--- src/rtl/core/dss_pkg.sv ---
// ----------------------------------------------------------------------------
// dss_pkg
// Shared types and constants for the two-stacks-in-one-memory core.
// ----------------------------------------------------------------------------
package dss_pkg;

    // Memory geometry
    localparam int STORE_DEPTH = 128;
    localparam int ADDR_W      = $clog2(STORE_DEPTH);
    localparam int CNT_W       = $clog2(STORE_DEPTH + 1);

    // Field widths
    localparam int CMD_W   = 2;
    localparam int WORD_W  = 32;
    localparam int STS_W   = 2;
    localparam int COUNT_W = 8;

    // Commands
    localparam logic [CMD_W-1:0] CMD_PUSH_LOW  = 2'd0;
    localparam logic [CMD_W-1:0] CMD_PUSH_HIGH = 2'd1;
    localparam logic [CMD_W-1:0] CMD_POP_LOW   = 2'd2;
    localparam logic [CMD_W-1:0] CMD_POP_HIGH  = 2'd3;

    // Result status codes
    localparam logic [STS_W-1:0] STATUS_OK        = 2'd0;
    localparam logic [STS_W-1:0] STATUS_OVERFLOW  = 2'd1;
    localparam logic [STS_W-1:0] STATUS_UNDERFLOW = 2'd2;

    typedef enum logic [1:0] {
        ST_IDLE,
        ST_EXEC,
        ST_READ,
        ST_RESP
    } dss_state_t;

    // Controller -> datapath
    typedef struct packed {
        logic load;     // latch incoming item
        logic exec;     // perform push/pop on latched item
        logic capture;  // take RAM read data as pop result
    } dss_cmd_t;

    // Datapath -> controller
    typedef struct packed {
        logic needs_read;  // latched item is a pop of a non-empty stack
    } dss_sts_t;

endpackage

--- src/rtl/core/dss_ctrl.sv ---
// ----------------------------------------------------------------------------
// dss_ctrl
// Sequencer: accept item, execute, wait on RAM read for pops, hold result.
// ----------------------------------------------------------------------------
module dss_ctrl
    import dss_pkg::*;
(
    input  logic     clk,
    input  logic     rst_n,
    input  logic     in_valid,
    output logic     in_ready,
    output logic     out_valid,
    input  logic     out_ready,
    input  dss_sts_t sts,
    output dss_cmd_t cmd
);

    dss_state_t state_reg;
    dss_state_t state_next;

    always_ff @(posedge clk or negedge rst_n)
    begin
        if (!rst_n)
        begin
            state_reg <= ST_IDLE;
        end
        else
        begin
            state_reg <= state_next;
        end
    end

    always_comb
    begin
        state_next = state_reg;
        case (state_reg)
            ST_IDLE:
            begin
                if (in_valid)
                begin
                    state_next = ST_EXEC;
                end
            end
            ST_EXEC:
            begin
                state_next = sts.needs_read ? ST_READ : ST_RESP;
            end
            ST_READ:
            begin
                state_next = ST_RESP;
            end
            ST_RESP:
            begin
                if (out_ready)
                begin
                    state_next = ST_IDLE;
                end
            end
            default:
            begin
                state_next = ST_IDLE;
            end
        endcase
    end

    always_comb
    begin
        in_ready    = 1'b0;
        out_valid   = 1'b0;
        cmd.load    = 1'b0;
        cmd.exec    = 1'b0;
        cmd.capture = 1'b0;
        case (state_reg)
            ST_IDLE:
            begin
                in_ready = 1'b1;
                cmd.load = in_valid;
            end
            ST_EXEC:
            begin
                cmd.exec = 1'b1;
            end
            ST_READ:
            begin
                cmd.capture = 1'b1;
            end
            ST_RESP:
            begin
                out_valid = 1'b1;
            end
            default:
            begin
                in_ready = 1'b0;
            end
        endcase
    end

endmodule

--- config.mk ---
export PLATFORM = sky130hd
export DESIGN_NAME = dss_ctrl
export DESIGN_NICKNAME = d
export VERILOG_FILES = /design/src/rtl/core/dss_pkg.sv /design/src/rtl/core/dss_ctrl.sv
export SDC_FILE = /design/constraint.sdc
export NUM_CORES = 1
export LEC_CHECK = 0
export ABC_CLOCK_PERIOD_IN_PS = 3650
export BUFFER_PORTS_ARGS = -buffer_cell sky130_fd_sc_hd__buf_2
export CAP_MARGIN = 40
export CELL_PAD_IN_SITES_DETAIL_PLACEMENT = 1
export CELL_PAD_IN_SITES_GLOBAL_PLACEMENT = 1
export CORE_AREA = 2 2 39 41
export DETAILED_ROUTE_END_ITERATION = 6
export DIE_AREA = 0 0 41 43
export GPL_ROUTABILITY_DRIVEN = 0
export PLACE_DENSITY = 0.42
export SLEW_MARGIN = 15
export SYNTH_ARGS = -nofsm -noshare
export SYNTH_HDL_FRONTEND = slang
export SYNTH_SLANG_ARGS = --single-unit
--- constraint.sdc ---
create_clock -name clk -period 3.65 [get_ports clk]
set_clock_uncertainty 0.15 [all_clocks]
set_input_delay 0.5475 -clock clk [delete_from_list [all_inputs] [get_ports clk]]
set_output_delay 0.5475 -clock clk [all_outputs]
set_load 0.02 [all_outputs]
# Word level (Yosys, flattened, before mapping)
# Index checks and enable logic that the tools add are counted.
# Widths: inputs -> output; s select.
[word_totals] latchBits=0 mem_bits_rw=0 mem_bits_ro=0 mem_count=0 regBits=2 elab_cells=17
[op_classes] n_mul=0 bitwise_logic=0 n_eq_ne=5 n_mux=9 n_reduce_logical=2 shifts=0 div=0 n_addsub=0 n_lt_le_gt_ge=0
[ops] operator="$pmux 2 s4" count=1
[ops] operator="$mux 1" count=6
[ops] operator="$eq 2x2->1 const B" count=2
[ops] operator="$mux 2" count=2
[ops] operator="$ne 2x2->1 const B" count=2
[ops] operator="$eq 2x1->1 const B" count=1
[ops] operator="$logic_not 2->1" count=1
[ops] operator="$reduce_and 2->1" count=1

# Depth between registers and ports, before layout
# Gate-level depths: netlist (run 1).
[logic_depth] depth_word=3 ltp_mapped=5

# Worst setup path after synthesis (run 1)
# OpenSTA, ideal clock, no wires.
[synth_path] path_type="register to output" start="register state_reg[0]" end="output port cmd[2] (netlist bit)" path_stages_with_launch=4 arrival_ns=1.080 n_path_buf=0 setup_slack_ns=1.873 path_cell_list="dfrtp_1 > inv_1 > ha_1 > and2_1"
[synth_rtl] element="from (decl)" line="dss_ctrl.sv:18" rtl="dss_state_t state_reg;"
[synth_rtl] element="from (signal assigned)" line="dss_ctrl.sv:29" rtl="state_reg <= state_next;"
[synth_rtl] element="to (decl)" line="dss_ctrl.sv:15" rtl="output dss_cmd_t cmd"

==> results.toml, run 1 <==
[worst_setup_path]
cp_top_family = "flip-flops"
critPathKind = "reg2out"
crit_arrival_ns = 1.28
max_stage_delay_ns = 0.41
cp_cell_sequence = "inv_1 -> ha_1 -> and2_1 -> buf_2"
critical_path_buf_inv_count = 2
r2r_start = "state_reg[0]"
crit_required_ns = 2.95
crit_slowest_cell = "dfrtp_1"
cp-startpoint = "state_reg[0]"
startpoint_type = "flop"
critPathMaxFanout = 5
critPathCaptureType = "output port"

[floorplanning]
fp.coreArea_sq_um = 1380
dieArea_sq_um = 1760
die_h_microns = 43
pin_count = 10
die_x_microns = 41
num_rows = 14
start_util_pct = 12.9

[drt]
totalWireLength_microns = 425
dr.pass1.iters = 1
drc = 0
drtIter0Drc = 0
via_count = 161
drtAntennaViolNets = 0
routedWlPerCell_microns = 9.24
via_per_inst = 3.50

[timing]
finalCritPeriodShare_pct = 54.0
clock.fmax_mhz = 507
period_minus_slack_ns = 1.97
slew_headroom_pct = 85.8
rsz0062_at_grt = "no"
setup_viol = 0
slew_violations = 0
setup_tns_ns = 0
hold_viol_final = 0
tightestPinTransition_ns = 0.211

[synthesis]
synth_cell_types = 10
yosysTopAreaCell = "dfrtp_1"
syn_nets = 26
synth_area_leaders = "dfrtp_1 (28%), ha_1 (28%), mux2_4 (8.4%)"
syn_avg_cell_area_sq_um = 10.5
synth_top_cell_area_share_pct = 28.0
synth.cell_area_sq_um = 179
synthCells = 17
ys_ff_latch = 2
seq_area_frac_synth_pct = 28.0
yosysWarnings = 0

[placed_design]
placed_area_sq_um = 244
placed_cells = 42
port-buffer-count = 9
dp_hpwl_microns = 344

[final_layout]
drive_gt1_share_pct = 46.7
nNetsFinal = 41
area_delta_synth_final_pct = 54.5
fillers = 165
instances_no_fill = 46
diodes = 0
largest_register_ffs = 2
stdcell_area_sq_um = 277

[clock_network]
path_clk_slew_ns = 0.03
cts_setup_buffers = 0
cts_buffers = 3
cts_tree = "built"
cts-root-buf = "clkbuf_4"
ctsHoldBuffers = 1
cts_buffer_depth = 2
cts_resized = 0
htreeDepth = 1
clock_sinks = 2
insertion_delay_ns = 0.22

[run_status]
outcome = "finished clean"

[hold_path]
hold_class = "reg2reg"
hold_start = "state_reg[0]"

[power]
leakagePower_uw = 0.000161
p_per_area_nw_per_um2 = 918
peakVddDrop_uv = 240

[grt]
grt_usage_pct = 5.92
grt_pass1_vias = 170
grt_pass1_wl_microns = 648
grt_overflow = 0
grt_max_degree = 6
antenna_found_initial = 0

[job]
max-cap-violations = 0
[layout by cell type (no fill, tap or decap), types with 2 or more instances in the layout]
cell,instances
buf_2,9
ha_1,4
inv_1,3
clkbuf_4,3
o31ai_1,2
dfrtp_1,2
[path summary, 6_finish.rpt]
path	slack, ns	cells after the start	end
worst min-delay path	0.41	1	state_reg[0]
max in group asynchronous	2.77	2	state_reg[1]
min in group asynchronous	0.49	2	state_reg[0]
worst max-delay path	1.68	4	cmd[2]
worst max register to register	2.13	4	state_reg[1]
worst min register to register	0.41	1	state_reg[0]
[routing by layer]
layer / up-vias / share of wire [%] / GRT usage (%)
met5: - / 0 / 0
met4: 0 / 3.5 / 8.00
met3: 2 / 11 / 1.57
met2: 12 / 37 / 6.88
met1: 65 / 48 / 7.07
li1: 82 / - / -
[power breakdown]
part	total, uW	leakage, uW	switching (uW)	internal [uW]
Sequential	50.0	0.0000237	15.0	35.0
Combinational	155	0.000124	84.0	71.0
Clock	48.7	0.0000138	12.4	36.2
[synthesized netlist by cell type]
library cell,instances
nor2b_1,1
inv_1,3
and2_1,1
ha_1,4
nor2b_4,1
o31ai_1,2
dfrtp_1,2
nor2_1,1
a21o_1,1
mux2_4,1
[worst register-to-register path, stage by stage (launching register included)]
cell	delay, ns
dfrtp_1	0.40
inv_1	0.09
ha_1	0.26
a21o_1	0.20
mux2_4	0.30
[cell families after synthesis]
group | share of synthesized area, %
flops | 28.0
buf+inv | 6.29
fa+ha+maj | 28.0
compound gates | 12.6
simple gates | 16.8
mux | 8.39
[per-stage QoR]
step / hold WS, ns / worst slack [ns] / util [%] / total power (uW)
floorplan: 0.102 / 1.87 / - / 169
global placement: 0.184 / 1.95 / 17.6 / 206
detailed placement: 0.186 / 1.90 / 17.6 / 208
CTS: 0.415 / 1.65 / 20.0 / 262
global route: 0.457 / 1.56 / 20.0 / 280
finish: 0.408 / 1.68 / 20.0 / 254
[area by class of cell]
cell class                 instances  area, sq um  share of cell area [%]
inverter                           3         11.3                    4.07
timing repair buffer              10         55.1                    19.9
sequential                         2         50.0                    18.1
clock buffer                       3         22.5                    8.14
tap                               16         20.0                    7.24
multi-input combinational         12          118                    42.5
No activity file was read; power rests on OpenSTA's default activity.
==> run 2: changes to the inputs <==
--- a/config.mk
+++ b/config.mk
@@ -5,7 +5,8 @@
 export SDC_FILE = /design/constraint.sdc
 export NUM_CORES = 1
 export LEC_CHECK = 0
-export ABC_CLOCK_PERIOD_IN_PS = 3650
+export ABC_AREA = 1
+export ABC_CLOCK_PERIOD_IN_PS = 1850
 export BUFFER_PORTS_ARGS = -buffer_cell sky130_fd_sc_hd__buf_2
 export CAP_MARGIN = 40
 export CELL_PAD_IN_SITES_DETAIL_PLACEMENT = 1
@@ -14,7 +15,7 @@
 export DETAILED_ROUTE_END_ITERATION = 6
 export DIE_AREA = 0 0 41 43
 export GPL_ROUTABILITY_DRIVEN = 0
-export PLACE_DENSITY = 0.42
+export PLACE_DENSITY = 0.46
 export SLEW_MARGIN = 15
 export SYNTH_ARGS = -nofsm -noshare
 export SYNTH_HDL_FRONTEND = slang
==> constraint.sdc (replaced) <==
create_clock -name clk -period 1.85 [get_ports clk]
set_clock_uncertainty 0.15 [all_clocks]
set_input_delay 0.2775 -clock clk [delete_from_list [all_inputs] [get_ports clk]]
set_output_delay 0.2775 -clock clk [all_outputs]
set_load 0.02 [all_outputs]
==> run 2 against run 1 <==
Synthesized cell count is 59% higher; first-iteration DRC count stayed put; utilization is 0.99 points higher; cell count is 22% higher; sequential power is 94% higher; sequential share of layout area is 0.86 points lower; register-to-register slack worse by 1.6 ns; combinational power is 97% higher.
==> results.toml, run 2 <==
[synthesis]
syn_nets = 36
synthFlopType = "dfrtp_1"
synth_common_cells = "nand2_1 (9), inv_1 (7), ha_1 (4)"
synth_top_cell_area_share_pct = 26.0
synth.cell_area_sq_um = 193
yosysTopAreaCell = "dfrtp_1"
synthCells = 27
synth_area_leaders = "dfrtp_1 (26%), ha_1 (26%), nand2_1 (18%)"
synthArstFlopShare_pct = 100
ys_ff_latch = 2
synth_enable_flop_cells = 0
seq_area_frac_synth_pct = 26.0
synth_most_common_cell = "nand2_1"
synth_cell_types = 7
yosysWarnings = 0
syn_avg_cell_area_sq_um = 7.14

[clock_network]
ctsHoldBuffers = 1
cts_resized = 0
clock_sinks = 2
cts-root-buf = "clkbuf_4"
cts_buffer_depth = 2
path_clk_slew_ns = 0.03
cts_tree = "built"
insertion_delay_ns = 0.22
htreeDepth = 1
cts_buffers = 3
cts_setup_buffers = 0

[floorplanning]
fp.coreArea_sq_um = 1380
start_util_pct = 13.9
dieArea_sq_um = 1760
num_rows = 14
die_x_microns = 41
die_h_microns = 43
pin_count = 10

[timing]
setup_viol = 0
tightestPinTransition_ns = 0.168
rsz0062_at_grt = "no"
slew_headroom_pct = 88.8
slew_violations = 0
period_minus_slack_ns = 1.65
clock.fmax_mhz = 604
setup_tns_ns = 0
hold_viol_final = 0
finalCritPeriodShare_pct = 89.4

[final_layout]
diodes = 0
instances_no_fill = 56
fillers = 181
most-common-layout-cells = "nand2_1 (9), buf_2 (9), inv_1 (7)"
area_delta_synth_final_pct = 50.6
drive_gt1_share_pct = 37.5
largest_register_ffs = 2
regArea_sq_um = 50.0
multi_input_area_sq_um = 116
nNetsFinal = 51

[worst_setup_path]
cp_cell_sequence = "inv_1 -> ha_1 -> nand2_1 -> inv_1 -> buf_2"
critical_path_buf_inv_count = 3
startpoint_type = "flop"
crit_arrival_ns = 1.23
critPathMaxFanout = 5
max_stage_delay_ns = 0.42
critPathMostFrequentCell = "inv_1"
critPathKind = "reg2out"
cp_top_family = "flip-flops"
crit_required_ns = 1.42
crit_slowest_cell = "dfrtp_1"
critPathCaptureType = "output port"

[grt]
grt_pass1_vias = 187
grt_max_degree = 6
grt_overflow = 0
grt_pass1_wl_microns = 648
antenna_found_initial = 0
grt_usage_pct = 5.42

[hold_path]
hold_class = "in2async"

[power]
leakagePower_uw = 0.000196
peakVddDrop_uv = 422
p_per_area_nw_per_um2 = 1710

[drt]
drtIter0Drc = 0
routedWlPerCell_microns = 7.20
via_per_inst = 3.45
drtAntennaViolNets = 0
dr.pass1.iters = 1
drc = 0
via_count = 193
totalWireLength_microns = 403

[placed_design]
dp_hpwl_microns = 341
port-buffer-count = 9
placed_cells = 52

[job]
max-cap-violations = 0

[run_status]
outcome = "finished clean"
run 2: cell count changes in the layout (fill, tap and decap cells not counted):
cell     change
a21o_1       -1
nand2_2      +2
nand3_2      +1
and2_1       -1
o31ai_1      -2
nand2_1      +9
nor2_1       -1
mux2_4       -1
nor2b_4      -1
inv_1        +4
nand3_1      +2
nor2b_1      -1
run 2: cell families (layout without fill, tap and decap cells):
kind of cell / Yosys count / count (layout) / synth area share (%)
flops: 2 / 2 / 26.0
simple gates: 14 / 14 / 34.4
buf+inv: 7 / 20 / 13.6
fa+ha+maj: 4 / 4 / 26.0
run 2: report_power, final:
group          internal, uW  switching (uW)
sequential             69.2            27.7
combinational           115             192
clock                  71.4            22.9
run 2: per-layer routing:
layer | track usage [%] | share of wire [%]
met1 | 6.11 | 42
met2 | 8.13 | 52
met3 | 1.57 | 5.7
met4 | 4.00 | 0
met5 | 0 | 0
run 2: worst register-to-register path, stage by stage, from the launching register on:
cell     delay [ns]
dfrtp_1        0.41
inv_1          0.09
ha_1           0.23
nand2_2        0.12
nand3_2        0.07
nand2_1        0.05
nand2_1        0.05
run 2: cell type report:
class,instances,area share (%)
inverter,7,9.05
sequential,2,17.2
timing repair buffer,10,19.0
multi-input combinational,18,40.1
tap,16,6.90
clock buffer,3,7.76
run 2: worst paths after layout:
check	from	to	slack, ns	depth (start not counted)
max in group asynchronous	rst_n	state_reg[1]	1.23	2
min	rst_n	state_reg[0]	0.23	2
min reg2reg	state_reg[0]	state_reg[0]	0.38	2
max	state_reg[1]	cmd[2]	0.20	5
max reg2reg	state_reg[1]	state_reg[0]	0.57	6
min in group clk	out_ready	state_reg[1]	0.28	5
run 2: metrics by stage:
| stage | utilization, % | total power [uW] | area (sq um) | setup slack, ns | hold WS, ns |
|---|---|---|---|---|---|
| floorplan | - | 336 | 193 | 0.389 | -0.168 |
| global placement | 18.6 | 413 | 258 | 0.431 | -0.0860 |
| detailed placement | 18.6 | 411 | 258 | 0.401 | -0.0855 |
| CTS | 21.0 | 515 | 290 | 0.159 | 0.206 |
| global route | 21.0 | 558 | 290 | 0.101 | 0.252 |
| finish | 21.0 | 497 | 290 | 0.195 | 0.228 |
